===== config.mk =====
export PLATFORM = sky130hd
export DESIGN_NAME = speed_teach_sequencer_flat
export DESIGN_NICKNAME = d
export VERILOG_FILES = /design/src/rtl/stsq_pkg.sv /design/src/rtl/stsq_if.sv /design/src/rtl/speed_teach_sequencer.sv /design/src/rtl/stsq_div.sv /design/src/rtl/stsq_ctrl.sv /design/src/rtl/stsq_dp.sv /design/src/flat_wrapper.sv
export SDC_FILE = /design/constraint.sdc
export NUM_CORES = 2
export LEC_CHECK = 0
export ABC_AREA = 1
export BUFFER_PORTS_ARGS = -buffer_cell sky130_fd_sc_hd__buf_4
export CORE_MARGIN = 1
export CORE_UTILIZATION = 35
export DETAILED_ROUTE_END_ITERATION = 10
export PLACE_DENSITY = 0.54
export SLEW_MARGIN = 15
export SYNTH_ARGS = -nofsm -noshare
export SYNTH_HDL_FRONTEND = slang
export SYNTH_SLANG_ARGS = --single-unit

===== constraint.sdc =====
create_clock -name clk -period 10.6 [get_ports clk]
set_input_delay 2.12 -clock clk [delete_from_list [all_inputs] [get_ports clk]]
set_output_delay 2.12 -clock clk [all_outputs]
set_load 0.01 [all_outputs]

===== src/rtl/stsq_pkg.sv =====
// ----------------------------------------------------------------------------
// Speed teach sequencer package
// Widths, phase codes, controller states and the command and status bundles.
// ----------------------------------------------------------------------------
`default_nettype none

package stsq_pkg;

  localparam int unsigned DATA_W  = 32;
  localparam int unsigned ENG_W   = 29;
  localparam int unsigned PHASE_W = 4;

  // Engine counts are scaled down by this divisor when a window ends.
  localparam logic [DATA_W-1:0] ENGINE_DIV = 32'd10;

  // Division by ten as a multiplication by ceil(2^35 / 10) followed by a
  // 35-bit right shift, which is exact for every 32-bit count.
  localparam logic [DATA_W-1:0] ENG_RECIP = 32'hCCCC_CCCD;
  localparam int unsigned       ENG_SHIFT = 35;

  typedef enum logic [PHASE_W-1:0] {
    PH_PREP       = 4'd0,
    PH_WAIT_SLOW  = 4'd1,
    PH_SLOW_TIME  = 4'd2,
    PH_SLOW_CONF  = 4'd3,
    PH_WAIT_FAST  = 4'd4,
    PH_FAST_TIME  = 4'd5,
    PH_FAST_CONF  = 4'd6,
    PH_END        = 4'd7,
    PH_WAIT_RESET = 4'd8
  } phase_t;

  typedef enum logic [2:0] {
    CS_IDLE,
    CS_DECODE,
    CS_DIV_ENG,
    CS_DIV_GAP,
    CS_APPLY,
    CS_PUBLISH
  } ctrl_state_t;

  typedef struct packed {
    logic     capture;
    logic     div_start;
    logic     store_eng;
    logic     store_gap;
    logic     apply;
    logic     publish;
  } stsq_cmd_t;

  typedef struct packed {
    logic needs_div;
    logic count_zero;
    logic div_done;
    logic out_free;
  } stsq_status_t;

endpackage

`default_nettype wire


===== src/rtl/stsq_if.sv =====
// ----------------------------------------------------------------------------
// Speed teach sequencer channels
// Valid/ready channels for input items and for result items.
// ----------------------------------------------------------------------------
`default_nettype none

interface stsq_in_if import stsq_pkg::*; ();
  logic              valid;
  logic              ready;
  logic              action;
  logic              teach_slow_req;
  logic              teach_fast_req;
  logic              end_teach_req;
  logic              target_reached;
  logic              window_done;
  logic [DATA_W-1:0] engine_measure;
  logic              sensor_id;
  logic [DATA_W-1:0] edge_time_ms;

  modport source (
    output valid, action, teach_slow_req, teach_fast_req, end_teach_req,
           target_reached, window_done, engine_measure, sensor_id, edge_time_ms,
    input  ready
  );
  modport sink (
    input  valid, action, teach_slow_req, teach_fast_req, end_teach_req,
           target_reached, window_done, engine_measure, sensor_id, edge_time_ms,
    output ready
  );
endinterface

interface stsq_out_if import stsq_pkg::*; ();
  logic               valid;
  logic               ready;
  logic [PHASE_W-1:0] phase;
  logic               speed_ready;
  logic               window_start;
  logic               save_pulse;
  logic [ENG_W-1:0]   slow_engine_time;
  logic [ENG_W-1:0]   fast_engine_time;
  logic [DATA_W-1:0]  slow_step_time;
  logic [DATA_W-1:0]  fast_step_time;

  modport source (
    output valid, phase, speed_ready, window_start, save_pulse, slow_engine_time,
           fast_engine_time, slow_step_time, fast_step_time,
    input  ready
  );
  modport sink (
    input  valid, phase, speed_ready, window_start, save_pulse, slow_engine_time,
           fast_engine_time, slow_step_time, fast_step_time,
    output ready
  );
endinterface

`default_nettype wire


===== src/rtl/speed_teach_sequencer.sv =====
// Speed teach sequencer: takes control ticks and step sensor edges one item at a
// time and returns one result item per input item, carrying the phase, the speed
// ready level, the window start and save pulses and the four taught values. An
// ordinary item passes through the decode, apply and publish states, its result
// being registered when it is published. A tick that ends a measurement window
// also scales the engine count down by ten with a reciprocal multiplication and,
// when any steps were counted, runs the 32-bit restoring divider for the mean step
// gap before the apply state. A new item is taken while the previous result still
// waits in the output register; the next result then holds the controller until
// the output register is free.
// ----------------------------------------------------------------------------
// Speed teach sequencer top level
// Joins the controller and the datapath to the item and result channels.
// ----------------------------------------------------------------------------
`default_nettype none

module speed_teach_sequencer import stsq_pkg::*; (
  input  wire logic   clk,
  input  wire logic   rst,
  stsq_in_if.sink     item_in,
  stsq_out_if.source  result_out
);

  stsq_cmd_t    cmd;
  stsq_status_t status;
  logic         in_ready;
  logic         out_valid;

  assign item_in.ready    = in_ready;
  assign result_out.valid = out_valid;

  stsq_ctrl u_ctrl (
    .clk      (clk),
    .rst      (rst),
    .in_valid (item_in.valid),
    .in_ready (in_ready),
    .status   (status),
    .cmd      (cmd)
  );

  stsq_dp u_dp (
    .clk              (clk),
    .rst              (rst),
    .cmd              (cmd),
    .status           (status),
    .action           (item_in.action),
    .teach_slow_req   (item_in.teach_slow_req),
    .teach_fast_req   (item_in.teach_fast_req),
    .end_teach_req    (item_in.end_teach_req),
    .target_reached   (item_in.target_reached),
    .window_done      (item_in.window_done),
    .engine_measure   (item_in.engine_measure),
    .sensor_id        (item_in.sensor_id),
    .edge_time_ms     (item_in.edge_time_ms),
    .out_ready        (result_out.ready),
    .out_valid        (out_valid),
    .phase            (result_out.phase),
    .speed_ready      (result_out.speed_ready),
    .window_start     (result_out.window_start),
    .save_pulse       (result_out.save_pulse),
    .slow_engine_time (result_out.slow_engine_time),
    .fast_engine_time (result_out.fast_engine_time),
    .slow_step_time   (result_out.slow_step_time),
    .fast_step_time   (result_out.fast_step_time)
  );

endmodule

`default_nettype wire


===== src/rtl/stsq_div.sv =====
// ----------------------------------------------------------------------------
// Iterative divider
// Restoring unsigned divider, one quotient bit per cycle; done pulses once.
// ----------------------------------------------------------------------------
`default_nettype none

module stsq_div import stsq_pkg::*; (
  input  wire logic              clk,
  input  wire logic              rst,
  input  wire logic              start,
  input  wire logic [DATA_W-1:0] dividend,
  input  wire logic [DATA_W-1:0] divisor,
  output logic                   done,
  output logic [DATA_W-1:0]      quotient
);

  localparam int unsigned CNT_W = $clog2(DATA_W);
  localparam logic [CNT_W-1:0] CNT_LAST = CNT_W'(DATA_W - 1);

  logic              busy;
  logic [CNT_W-1:0]  cnt;
  logic [DATA_W-1:0] rem;
  logic [DATA_W-1:0] quo;
  logic [DATA_W-1:0] dsr;
  logic [DATA_W:0]   shifted;
  logic [DATA_W:0]   trial;
  logic              fits;

  // One trial subtraction per cycle.
  always_comb begin
    shifted = {rem, quo[DATA_W-1]};
    trial   = shifted - {1'b0, dsr};
    fits    = ~trial[DATA_W];
  end

  // Sequencing of the iterations.
  always_ff @(posedge clk) begin
    if (rst) begin
      busy <= 1'b0;
      done <= 1'b0;
      cnt  <= '0;
    end else begin
      done <= 1'b0;
      if (start) begin
        busy <= 1'b1;
        cnt  <= '0;
      end else if (busy) begin
        cnt <= cnt + 1'b1;
        if (cnt == CNT_LAST) begin
          busy <= 1'b0;
          done <= 1'b1;
        end
      end
    end
  end

  // Partial remainder and quotient.
  always_ff @(posedge clk) begin
    if (start) begin
      rem <= '0;
      quo <= dividend;
      dsr <= divisor;
    end else if (busy) begin
      rem <= fits ? trial[DATA_W-1:0] : shifted[DATA_W-1:0];
      quo <= {quo[DATA_W-2:0], fits};
    end
  end

  assign quotient = quo;

endmodule

`default_nettype wire


===== src/rtl/stsq_ctrl.sv =====
// ----------------------------------------------------------------------------
// Speed teach sequencer controller
// Steps each item through decode, the window-end scaling and division, update
// and output.
// ----------------------------------------------------------------------------
`default_nettype none

module stsq_ctrl import stsq_pkg::*; (
  input  wire logic         clk,
  input  wire logic         rst,
  input  wire logic         in_valid,
  output logic              in_ready,
  input  wire stsq_status_t status,
  output stsq_cmd_t         cmd
);

  ctrl_state_t state;
  ctrl_state_t state_next;

  always_ff @(posedge clk) begin
    if (rst) begin
      state <= CS_IDLE;
    end else begin
      state <= state_next;
    end
  end

  // Next state.
  always_comb begin
    state_next = state;
    unique case (state)
      CS_IDLE: begin
        if (in_valid) state_next = CS_DECODE;
      end
      CS_DECODE: begin
        state_next = status.needs_div ? CS_DIV_ENG : CS_APPLY;
      end
      CS_DIV_ENG: begin
        state_next = status.count_zero ? CS_APPLY : CS_DIV_GAP;
      end
      CS_DIV_GAP: begin
        if (status.div_done) state_next = CS_APPLY;
      end
      CS_APPLY: begin
        state_next = CS_PUBLISH;
      end
      CS_PUBLISH: begin
        if (status.out_free) state_next = CS_IDLE;
      end
      default: begin
        state_next = CS_IDLE;
      end
    endcase
  end

  // Commands to the datapath.
  always_comb begin
    in_ready      = (state == CS_IDLE);
    cmd.capture   = (state == CS_IDLE) && in_valid;
    cmd.div_start = (state == CS_DIV_ENG) && !status.count_zero;
    cmd.store_eng = (state == CS_DIV_ENG);
    cmd.store_gap = (state == CS_DIV_GAP) && status.div_done;
    cmd.apply     = (state == CS_APPLY);
    cmd.publish   = (state == CS_PUBLISH) && status.out_free;
  end

endmodule

`default_nettype wire


===== src/rtl/stsq_dp.sv =====
// ----------------------------------------------------------------------------
// Speed teach sequencer datapath
// Item register, teach state, step gap sums, taught values and output register.
// ----------------------------------------------------------------------------
`default_nettype none

module stsq_dp import stsq_pkg::*; (
  input  wire logic              clk,
  input  wire logic              rst,
  input  wire stsq_cmd_t         cmd,
  output stsq_status_t           status,
  // Input item
  input  wire logic              action,
  input  wire logic              teach_slow_req,
  input  wire logic              teach_fast_req,
  input  wire logic              end_teach_req,
  input  wire logic              target_reached,
  input  wire logic              window_done,
  input  wire logic [DATA_W-1:0] engine_measure,
  input  wire logic              sensor_id,
  input  wire logic [DATA_W-1:0] edge_time_ms,
  // Result item
  input  wire logic              out_ready,
  output logic                   out_valid,
  output logic [PHASE_W-1:0]     phase,
  output logic                   speed_ready,
  output logic                   window_start,
  output logic                   save_pulse,
  output logic [ENG_W-1:0]       slow_engine_time,
  output logic [ENG_W-1:0]       fast_engine_time,
  output logic [DATA_W-1:0]      slow_step_time,
  output logic [DATA_W-1:0]      fast_step_time
);

  // Captured item.
  logic              item_action;
  logic              item_slow;
  logic              item_fast;
  logic              item_end;
  logic              item_reached;
  logic              item_done;
  logic [DATA_W-1:0] item_engine;
  logic              item_sensor;
  logic [DATA_W-1:0] item_time;

  // Teach state.
  phase_t            teach_phase;
  logic              first_seen;
  logic              second_seen;
  logic [DATA_W-1:0] edge_stamp;
  logic [DATA_W-1:0] gap_sum;
  logic [DATA_W-1:0] step_count;
  logic              ready_level;
  logic              win_pend;
  logic              save_pend;
  logic [ENG_W-1:0]  slow_eng;
  logic [ENG_W-1:0]  fast_eng;
  logic [DATA_W-1:0] slow_step;
  logic [DATA_W-1:0] fast_step;

  phase_t            teach_phase_next;
  logic              first_seen_next;
  logic              second_seen_next;
  logic [DATA_W-1:0] edge_stamp_next;
  logic [DATA_W-1:0] gap_sum_next;
  logic [DATA_W-1:0] step_count_next;
  logic              ready_level_next;
  logic              win_pend_next;
  logic              save_pend_next;

  logic              in_timing;
  logic              fast_window;
  logic [2*DATA_W-1:0] eng_prod;
  logic [ENG_W-1:0]  eng_quot;
  logic              div_done;
  logic [DATA_W-1:0] div_quotient;

  // Item register.
  always_ff @(posedge clk) begin
    if (cmd.capture) begin
      item_action  <= action;
      item_slow    <= teach_slow_req;
      item_fast    <= teach_fast_req;
      item_end     <= end_teach_req;
      item_reached <= target_reached;
      item_done    <= window_done;
      item_engine  <= engine_measure;
      item_sensor  <= sensor_id;
      item_time    <= edge_time_ms;
    end
  end

  assign in_timing   = (teach_phase == PH_SLOW_TIME) || (teach_phase == PH_FAST_TIME);
  assign fast_window = (teach_phase == PH_FAST_TIME);

  // Engine count over ten: a 32 by 32 product with the reciprocal, top bits kept.
  assign eng_prod = {{DATA_W{1'b0}}, item_engine} * {{DATA_W{1'b0}}, ENG_RECIP};
  assign eng_quot = eng_prod[ENG_SHIFT +: ENG_W];

  // Divider for the mean step gap.
  stsq_div u_div (
    .clk      (clk),
    .rst      (rst),
    .start    (cmd.div_start),
    .dividend (gap_sum),
    .divisor  (step_count),
    .done     (div_done),
    .quotient (div_quotient)
  );

  // Status back to the controller.
  always_comb begin
    status.needs_div  = !item_action && item_done && in_timing;
    status.count_zero = (step_count == '0);
    status.div_done   = div_done;
    status.out_free   = !out_valid || out_ready;
  end

  // State update for one item.
  always_comb begin
    teach_phase_next = teach_phase;
    first_seen_next  = first_seen;
    second_seen_next = second_seen;
    edge_stamp_next  = edge_stamp;
    gap_sum_next     = gap_sum;
    step_count_next  = step_count;
    ready_level_next = ready_level;
    win_pend_next    = 1'b0;
    save_pend_next   = 1'b0;
    if (item_action) begin
      // Sensor edges pair up only while a window is timing.
      if (in_timing) begin
        if (item_sensor ? first_seen : second_seen) begin
          if (item_sensor) begin
            first_seen_next = 1'b0;
          end else begin
            second_seen_next = 1'b0;
          end
          gap_sum_next    = gap_sum + (item_time - edge_stamp);
          edge_stamp_next = '0;
        end else begin
          edge_stamp_next = item_time;
          step_count_next = step_count + 1'b1;
          if (item_sensor) begin
            second_seen_next = 1'b1;
          end else begin
            first_seen_next = 1'b1;
          end
        end
      end
    end else begin
      unique case (teach_phase)
        PH_PREP: begin
          if (item_slow) teach_phase_next = PH_WAIT_SLOW;
        end
        PH_WAIT_SLOW, PH_WAIT_FAST: begin
          if (item_reached) begin
            ready_level_next = 1'b1;
            win_pend_next    = 1'b1;
            teach_phase_next = (teach_phase == PH_WAIT_SLOW) ? PH_SLOW_TIME : PH_FAST_TIME;
          end
        end
        PH_SLOW_TIME, PH_FAST_TIME: begin
          if (item_done) begin
            gap_sum_next     = '0;
            step_count_next  = '0;
            ready_level_next = 1'b0;
            teach_phase_next = fast_window ? PH_FAST_CONF : PH_SLOW_CONF;
          end
        end
        PH_SLOW_CONF: begin
          if (item_fast) begin
            teach_phase_next = PH_WAIT_FAST;
          end else if (item_slow) begin
            teach_phase_next = PH_WAIT_SLOW;
          end
        end
        PH_FAST_CONF: begin
          if (item_fast) begin
            teach_phase_next = PH_WAIT_FAST;
          end else if (item_end) begin
            teach_phase_next = PH_END;
          end
        end
        PH_END: begin
          save_pend_next   = 1'b1;
          teach_phase_next = PH_WAIT_RESET;
        end
        default: begin
          teach_phase_next = teach_phase;
        end
      endcase
    end
  end

  // Teach state registers.
  always_ff @(posedge clk) begin
    if (rst) begin
      teach_phase <= PH_PREP;
      first_seen  <= 1'b0;
      second_seen <= 1'b0;
      edge_stamp  <= '0;
      gap_sum     <= '0;
      step_count  <= '0;
      ready_level <= 1'b0;
      win_pend    <= 1'b0;
      save_pend   <= 1'b0;
    end else if (cmd.apply) begin
      teach_phase <= teach_phase_next;
      first_seen  <= first_seen_next;
      second_seen <= second_seen_next;
      edge_stamp  <= edge_stamp_next;
      gap_sum     <= gap_sum_next;
      step_count  <= step_count_next;
      ready_level <= ready_level_next;
      win_pend    <= win_pend_next;
      save_pend   <= save_pend_next;
    end
  end

  // Taught values, written as the window-end results become available.
  always_ff @(posedge clk) begin
    if (rst) begin
      slow_eng  <= '0;
      fast_eng  <= '0;
      slow_step <= '0;
      fast_step <= '0;
    end else begin
      if (cmd.store_eng) begin
        if (fast_window) begin
          fast_eng <= eng_quot;
        end else begin
          slow_eng <= eng_quot;
        end
      end
      if (cmd.store_gap) begin
        if (fast_window) begin
          fast_step <= div_quotient;
        end else begin
          slow_step <= div_quotient;
        end
      end
    end
  end

  // Output register valid flag.
  always_ff @(posedge clk) begin
    if (rst) begin
      out_valid <= 1'b0;
    end else if (cmd.publish) begin
      out_valid <= 1'b1;
    end else if (out_ready) begin
      out_valid <= 1'b0;
    end
  end

  // Output register payload.
  always_ff @(posedge clk) begin
    if (cmd.publish) begin
      phase            <= teach_phase;
      speed_ready      <= ready_level;
      window_start     <= win_pend;
      save_pulse       <= save_pend;
      slow_engine_time <= slow_eng;
      fast_engine_time <= fast_eng;
      slow_step_time   <= slow_step;
      fast_step_time   <= fast_step;
    end
  end

endmodule

`default_nettype wire


===== src/flat_wrapper.sv =====
// flat-port wrapper written by rule: the top's interface ports become plain ports
module speed_teach_sequencer_flat import stsq_pkg::*;
  (clk, rst, item_in_valid, item_in_action, item_in_teach_slow_req, item_in_teach_fast_req, item_in_end_teach_req, item_in_target_reached, item_in_window_done, item_in_engine_measure, item_in_sensor_id, item_in_edge_time_ms, item_in_ready, result_out_valid, result_out_phase, result_out_speed_ready, result_out_window_start, result_out_save_pulse, result_out_slow_engine_time, result_out_fast_engine_time, result_out_slow_step_time, result_out_fast_step_time, result_out_ready);
  stsq_in_if item_in_i ();
  stsq_out_if result_out_i ();
  input  wire logic clk;
  input  wire logic rst;
  input wire logic [$bits(item_in_i.valid)-1:0] item_in_valid;
  input wire logic [$bits(item_in_i.action)-1:0] item_in_action;
  input wire logic [$bits(item_in_i.teach_slow_req)-1:0] item_in_teach_slow_req;
  input wire logic [$bits(item_in_i.teach_fast_req)-1:0] item_in_teach_fast_req;
  input wire logic [$bits(item_in_i.end_teach_req)-1:0] item_in_end_teach_req;
  input wire logic [$bits(item_in_i.target_reached)-1:0] item_in_target_reached;
  input wire logic [$bits(item_in_i.window_done)-1:0] item_in_window_done;
  input wire logic [$bits(item_in_i.engine_measure)-1:0] item_in_engine_measure;
  input wire logic [$bits(item_in_i.sensor_id)-1:0] item_in_sensor_id;
  input wire logic [$bits(item_in_i.edge_time_ms)-1:0] item_in_edge_time_ms;
  output wire logic [$bits(item_in_i.ready)-1:0] item_in_ready;
  output wire logic [$bits(result_out_i.valid)-1:0] result_out_valid;
  output wire logic [$bits(result_out_i.phase)-1:0] result_out_phase;
  output wire logic [$bits(result_out_i.speed_ready)-1:0] result_out_speed_ready;
  output wire logic [$bits(result_out_i.window_start)-1:0] result_out_window_start;
  output wire logic [$bits(result_out_i.save_pulse)-1:0] result_out_save_pulse;
  output wire logic [$bits(result_out_i.slow_engine_time)-1:0] result_out_slow_engine_time;
  output wire logic [$bits(result_out_i.fast_engine_time)-1:0] result_out_fast_engine_time;
  output wire logic [$bits(result_out_i.slow_step_time)-1:0] result_out_slow_step_time;
  output wire logic [$bits(result_out_i.fast_step_time)-1:0] result_out_fast_step_time;
  input wire logic [$bits(result_out_i.ready)-1:0] result_out_ready;
  assign item_in_i.valid = item_in_valid;
  assign item_in_i.action = item_in_action;
  assign item_in_i.teach_slow_req = item_in_teach_slow_req;
  assign item_in_i.teach_fast_req = item_in_teach_fast_req;
  assign item_in_i.end_teach_req = item_in_end_teach_req;
  assign item_in_i.target_reached = item_in_target_reached;
  assign item_in_i.window_done = item_in_window_done;
  assign item_in_i.engine_measure = item_in_engine_measure;
  assign item_in_i.sensor_id = item_in_sensor_id;
  assign item_in_i.edge_time_ms = item_in_edge_time_ms;
  assign item_in_ready = item_in_i.ready;
  assign result_out_valid = result_out_i.valid;
  assign result_out_phase = result_out_i.phase;
  assign result_out_speed_ready = result_out_i.speed_ready;
  assign result_out_window_start = result_out_i.window_start;
  assign result_out_save_pulse = result_out_i.save_pulse;
  assign result_out_slow_engine_time = result_out_i.slow_engine_time;
  assign result_out_fast_engine_time = result_out_i.fast_engine_time;
  assign result_out_slow_step_time = result_out_i.slow_step_time;
  assign result_out_fast_step_time = result_out_i.fast_step_time;
  assign result_out_i.ready = result_out_ready;
  speed_teach_sequencer u_core (.clk(clk), .rst(rst), .item_in(item_in_i), .result_out(result_out_i));
endmodule

# Yosys cells after proc, flatten, opt, wreduce, memory -nomap -nowiden
# Cells that the tools add are included.
[word_totals]
reg_bits = 534
in_bits = 75
wordCells = 158
[classes]
n_addsub = 5
mul = 1
n_eq_ne = 25
mux = 48
bitwise_logic = 4
reduce_logical = 37
[ops]
columns = ["op", "n"]
rows = [
  ["$mux 32", 12],
  ["$mul 32x32->64 const B", 1],
  ["$sub 33x32->33", 1],
  ["$add 32x1->32 const B", 1],
  ["$add 32x32->32", 1],
  ["$logic_not 32->1", 1],
  ["$sub 32x32->32", 1],
  ["$reduce_and 5->1", 5],
  ["$mux 4", 6],
  ["$pmux 4 s6", 1],
  ["$mux 3", 7],
  ["$mux 1", 20],
  ["$pmux 3 s6", 1],
  ["$eq 4x3->1 const B", 4],
  ["$ne 2x2->1 const B", 8],
  ["$reduce_bool 2->1", 6],
  ["$eq 4x2->1 const B", 2],
  ["$reduce_and 2->1", 4],
  ["$eq 3x2->1 const B", 2],
  ["$eq 3x3->1 const B", 2],
  ["$logic_and 1x1->1", 6],
  ["$ne 2x1->1 const B", 3],
  ["$reduce_and 3->1", 2],
  ["$reduce_and 6->1", 1],
  ["14 further kinds", 22],
]

# Longest topological paths before layout
[depth]
word_depth = 5
depth_mapped = 32
depth_no_buf = 31

# By module
# Synthesis repeated with hierarchy kept, for this count alone.
[hier_totals]
cells_unflattened = 5445
area_unflattened_um2 = 44272.5
[by_module_without_submodules]
columns = ["mod", "instances", "cells_per_inst", "area_per_inst_um2"]
rows = [
  ["stsq_dp", 1, 4362, 37156.9],
  ["stsq_div", 1, 1035, 6845.3],
  ["stsq_ctrl", 1, 48, 270.3],
]

# Worst setup path after synthesis
# Ideal clock, no wire load.
[synth_path]
kind = "input to register"
from = "in result_out_ready"
to = "reg u_core.u_dp.fast_engine_time[0], enable pin"
setup_time_ns = 0.618
arrival_ns = 7.503
t_required_ns = 9.982
setup_slack_ns = 2.479
stages = 2
n_path_buf = 0
cell_sequence = "nor2_1 -> nor2_1"
[synth_lines]
columns = ["item", "line_no", "rtl"]
rows = [
  ["start, declared", "flat_wrapper.sv:28", "input wire logic [$bits(result_out_i.ready)-1:0] result_out_ready;"],
  ["end signal, assigned", "stsq_dp.sv:265", "fast_engine_time <= fast_eng;"],
  ["end, declared", "stsq_dp.sv:30", "output logic [ENG_W-1:0] fast_engine_time,"],
]

# Worst setup path after layout
[layout_path]
from = "reg u_core.u_dp.item_engine[2]"
to = "reg u_core.u_dp.slow_eng[3]"
[layout_via]
elab_chain_len = 1
[layout_rtl]
columns = ["item", "line_no", "rtl"]
rows = [
  ["start, declared", "stsq_dp.sv:42", "logic [DATA_W-1:0] item_engine;"],
  ["start signal, assigned", "stsq_dp.sv:87", "item_engine <= engine_measure;"],
  ["$mul 32x32->64", "stsq_dp.sv:97", "assign eng_prod = {{DATA_W{1'b0}}, item_engine} * {{DATA_W{1'b0}}, ENG_RECIP};"],
  ["end signal, assigned", "stsq_dp.sv:233", "slow_eng <= eng_quot;"],
  ["end, declared", "stsq_dp.sv:56", "logic [ENG_W-1:0] slow_eng;"],
]
# No other way between the ends.
# A chain may end at the register's enable or synchronous reset.

==> results.sh <==
export IMPL_outcome="completed"
export IMPL_slowest_delay_ns=0.64
export IMPL_tightestPinTransition_ns=1.04
export IMPL_hpwl_mm=110
export IMPL_period_minus_slack_ns=7.19
export IMPL_place_area_mm2=0.0469
export IMPL_cts_tree="done"
export IMPL_synthXorXnorAreaFrac_pct=1.51
export IMPL_grt_antenna_before_repair=3
export IMPL_clk_pin_slew_ns=0.06
export IMPL_setup_viol=0
export IMPL_syn_nets=6188
export IMPL_maxCapViolCount=0
export IMPL_max_slew_margin_pct=30.8
export IMPL_synth_top_family_by_area="adder cells"
export IMPL_met1_usage_pct=31.7
export IMPL_critical_path_endpoint="u_core.u_dp.slow_eng[3]$_SDFFE_PP0P_"
export IMPL_firstDrtPassIters=5
export IMPL_die_area_mm2=0.126
export IMPL_hp_class="reg2reg"
export IMPL_clock_latency_ns=0.67
export IMPL_reg2regPathDepth=22
export IMPL_timing_setup_tns_ns=0
export IMPL_netlist_area_leader_share_pct=19.3
export IMPL_timing_hold_ws_ns=0.423
export IMPL_yosys_top_cells_area="fa_1, edfxtp_1, dfxtp_1"
export IMPL_met2_usage_pct=34.4
export IMPL_grt_usage_pct=22.0
export IMPL_grt_overflow_total=0
export IMPL_core_mm2=0.124
export IMPL_syn_avg_cell_area_um2=8.25
export IMPL_root_buffer="clkbuf_16"
export IMPL_worstReg2RegEnd="u_core.u_dp.slow_eng[3]$_SDFFE_PP0P_"
export IMPL_ant_nets=0
export IMPL_initial_core_util_pct=35.2
export IMPL_crit_required_ns=11.16
export IMPL_num_vias=34300
export IMPL_fmax_mhz=139
export IMPL_finalHoldViolations=0
export IMPL_cp_start_kind="flop"
export IMPL_synth_compound_area_share_pct=6.21
export IMPL_wl_per_cell_um=19.0
export IMPL_synth_top_area_cell="fa_1"
export IMPL_wl_mm=136
export IMPL_synth_fa_ha_area_share_pct=31.1
export IMPL_cp_max_fo=7
export IMPL_synthCells=5280
export IMPL_drive_gt1_share_pct=6.99
export IMPL_drt_iter0_drc=2531
export IMPL_num_nets_final=6391
export IMPL_dp_slack_ns=3.52
export IMPL_regToRegSetupSlack_ns=3.41
export IMPL_netlist_area_mm2=0.0436
export IMPL_via_per_inst=4.77
export IMPL_drv_slew=0
export IMPL_cts_resized_gates=0
export IMPL_htree_levels=3
export IMPL_grt_pass1_wl_mm=211
export IMPL_grt_pass1_vias=34900
export IMPL_clock_skew_ns=0.0366
export IMPL_io_buffers=205
export IMPL_path_class="reg2reg"
export IMPL_crit_start="u_core.u_dp.item_engine[2]$_DFFE_PP_"
export IMPL_rows=129
export IMPL_synthSimpleGateAreaFrac_pct=19.3
export IMPL_numCtsBuffers=68
export IMPL_rr_startpoint="u_core.u_dp.item_engine[2]$_DFFE_PP_"
export IMPL_fillers=12800
export IMPL_path_cells="ha_1 -> xor2_1 -> ha_1 -> or2_2 -> fa_1 -> fa_1 -> fa_1 -> fa_1 -> fa_1 -> inv_1 -> fa_1 -> inv_1 -> ha_1 -> nand2_1 -> nor2_1 -> nand2_1 -> nor2_1 -> nand4_1 -> nand4_1 -> nand3_1 -> nand2_1 -> inv_1"
export IMPL_drc_errors=0
export IMPL_cts_buffer_depth=3
export IMPL_worst_slack_ns=3.41
export IMPL_rsz0062_at_grt="false"
export IMPL_synthDistinctLibCells=46
export IMPL_crit_path_end_kind="flop"
export IMPL_fp_dieW_um=355
export IMPL_use_met3_pct=3.36
export IMPL_synth_seq_area_share_pct=30.6
export IMPL_finalCritPeriodShare_pct=67.8
export IMPL_stdcell_area_mm2=0.0495
export IMPL_synth_seq_cells=534
export IMPL_cp_arrival_ns=7.75
export IMPL_synth_warnings=0
export IMPL_pin_count=206
export IMPL_post_cts_buffers=0
export IMPL_cpMostUsedCell="fa_1"
export IMPL_synthMuxAreaShare_pct=0
export IMPL_routabilityCongestion=0.978
export IMPL_grt_busiest_layer="met2"
export IMPL_holdBufCountCts=0
export IMPL_grt_max_degree=78
export IMPL_syn2layout_area_growth_pct=13.6
export IMPL_die_h_um=355
export IMPL_slowest_stage="edfxtp_1"
export IMPL_cts_num_sinks=534
[cell usage after synthesis, drive strengths merged]
master and count:
inv 1197, a221oi 1, nand4 47, nor3b 1, a41oi 1, a21oi 258
o21ai 200, nand2 1128, xnor2 31, nand3b 14, o22ai 1, or2 14
a31oi 2, clkinv 2, and2 3, nor3 50, buf 34, nor4 15
ha 414, xor2 44, clkbuf 56, fa 419, o21a 8, o2111ai 1
a21o 9, edfxtp 264, o21bai 25, a22oi 1, a211oi 2, dfxtp 270
and3 2, nor2 512, nand3 250, a21boi 4
[metal layers]
metal  share of wire, %  vias to the layer above
li1                   -                    16800
met1                 48                    16500
met2                 44                      801
met3                5.3                      158
met4                2.5                        2
met5             0.0081                        -
[per-stage QoR]
| stage | std cells | util (%) |
|---|---|---|
| final | 7177 | 40.0 |
| after global routing | 7177 | 40.0 |
| after CTS | 7175 | 40.0 |
| after detailed placement | 7050 | 38.0 |
| after global placement | 7050 | 38.0 |
| after floorplan | 5280 | - |
[layout by cell type, fill, tap and decap left out, types with 5 or more instances in the layout]
cell       instances
inv_1           1190
nand2_1         1120
nor2_1           493
fa_1             419
ha_1             414
dfxtp_1          270
edfxtp_1         264
a21oi_1          258
nand3_1          247
buf_4            223
o21ai_0          195
clkbuf_16         70
nor3_1            47
nand4_1           47
xor2_1            44
xnor2_1           31
o21bai_1          25
nor4_1            15
or2_2             14
nand3b_1          14
bufinv_16         13
clkbuf_1          12
nor2_2            10
nor2_4             9
a21o_1             9
o21a_1             8
inv_2              7
clkbuf_8           7
nand2_2            6
inv_6              6
o21ai_1            5
clkinv_1           5
[how the worst min path moves through the flow]
stage                                           start                                   endpoint  slack [ns]  depth (start not counted)
2_1_floorplan   u_core.u_dp.fast_step[0]$_SDFFE_PP0P_    u_core.u_dp.fast_step_time[0]$_DFFE_PP_        0.40                          0
3_3_place_gp   u_core.u_dp.slow_step[23]$_SDFFE_PP0P_   u_core.u_dp.slow_step_time[23]$_DFFE_PP_        0.41                          0
3_5_place_dp   u_core.u_dp.slow_step[30]$_SDFFE_PP0P_   u_core.u_dp.slow_step_time[30]$_DFFE_PP_        0.41                          0
4_1_cts        u_core.u_dp.slow_step[28]$_SDFFE_PP0P_   u_core.u_dp.slow_step_time[28]$_DFFE_PP_        0.42                          0
5_1_grt        u_core.u_dp.slow_step[17]$_SDFFE_PP0P_   u_core.u_dp.slow_step_time[17]$_DFFE_PP_        0.43                          0
6_report         u_core.u_dp.slow_eng[8]$_SDFFE_PP0P_  u_core.u_dp.slow_engine_time[8]$_DFFE_PP_        0.42                          0
[critical path, delay by kind of cell (launching register included)]
family                     cells  cell delay [ns]
and+or+nand+nor                9             1.87
buffers and inverters          3             0.12
adders and majority gates      9             4.23
DFF                            1             0.64
xor gates and xnor gates       1             0.25
[cell families (layout without fill, tap and decap cells)]
logic type | count (synthesis) | after routing
AOI/OAI and AO/OA | 513 | 513
xor gates and xnor gates | 75 | 75
other | 0 | 2
adders and majority gates | 833 | 833
and+or+nand+nor | 2036 | 2036
buffers and inverters | 1289 | 1547
DFF | 534 | 534
[registers in the layout (all words and copies together), names as in the netlist, 3 cells and up]
register / count
u_core.u_dp.u_div.cnt: 5
u_core.u_dp.phase: 4
u_core.u_ctrl.state: 3
u_core.u_dp.fast_engine_time: 29
u_core.u_dp.item_engine: 32
u_core.u_dp.slow_eng: 29
u_core.u_dp.fast_eng: 29
u_core.u_dp.step_count: 32
u_core.u_dp.u_div.rem: 32
u_core.u_dp.edge_stamp: 32
u_core.u_dp.slow_step_time: 32
u_core.u_dp.item_time: 32
u_core.u_dp.teach_phase: 4
u_core.u_dp.gap_sum: 32
u_core.u_dp.u_div.quotient: 32
u_core.u_dp.slow_step: 32
u_core.u_dp.u_div.dsr: 32
u_core.u_dp.slow_engine_time: 29
u_core.u_dp.fast_step: 32
u_core.u_dp.fast_step_time: 32
[area by class of cell]
cell class / count / area [um^2] / area share (%)
Multi-Input combinational cell: 3457 / 25400 / 51.3
Sequential cell: 534 / 13300 / 26.9
Inverter: 1199 / 4500 / 9.09
Tap cell: 1637 / 2050 / 4.14
Clock buffer: 89 / 1890 / 3.83
Timing Repair Buffer: 223 / 1670 / 3.38
Clock inverter: 36 / 657 / 1.33
Antenna cell: 2 / 5.00 / 0.0101
Power is left out: the tool's default activity adds up to more than one toggle a clock period on the data nets, which glitch-free logic cannot reach.
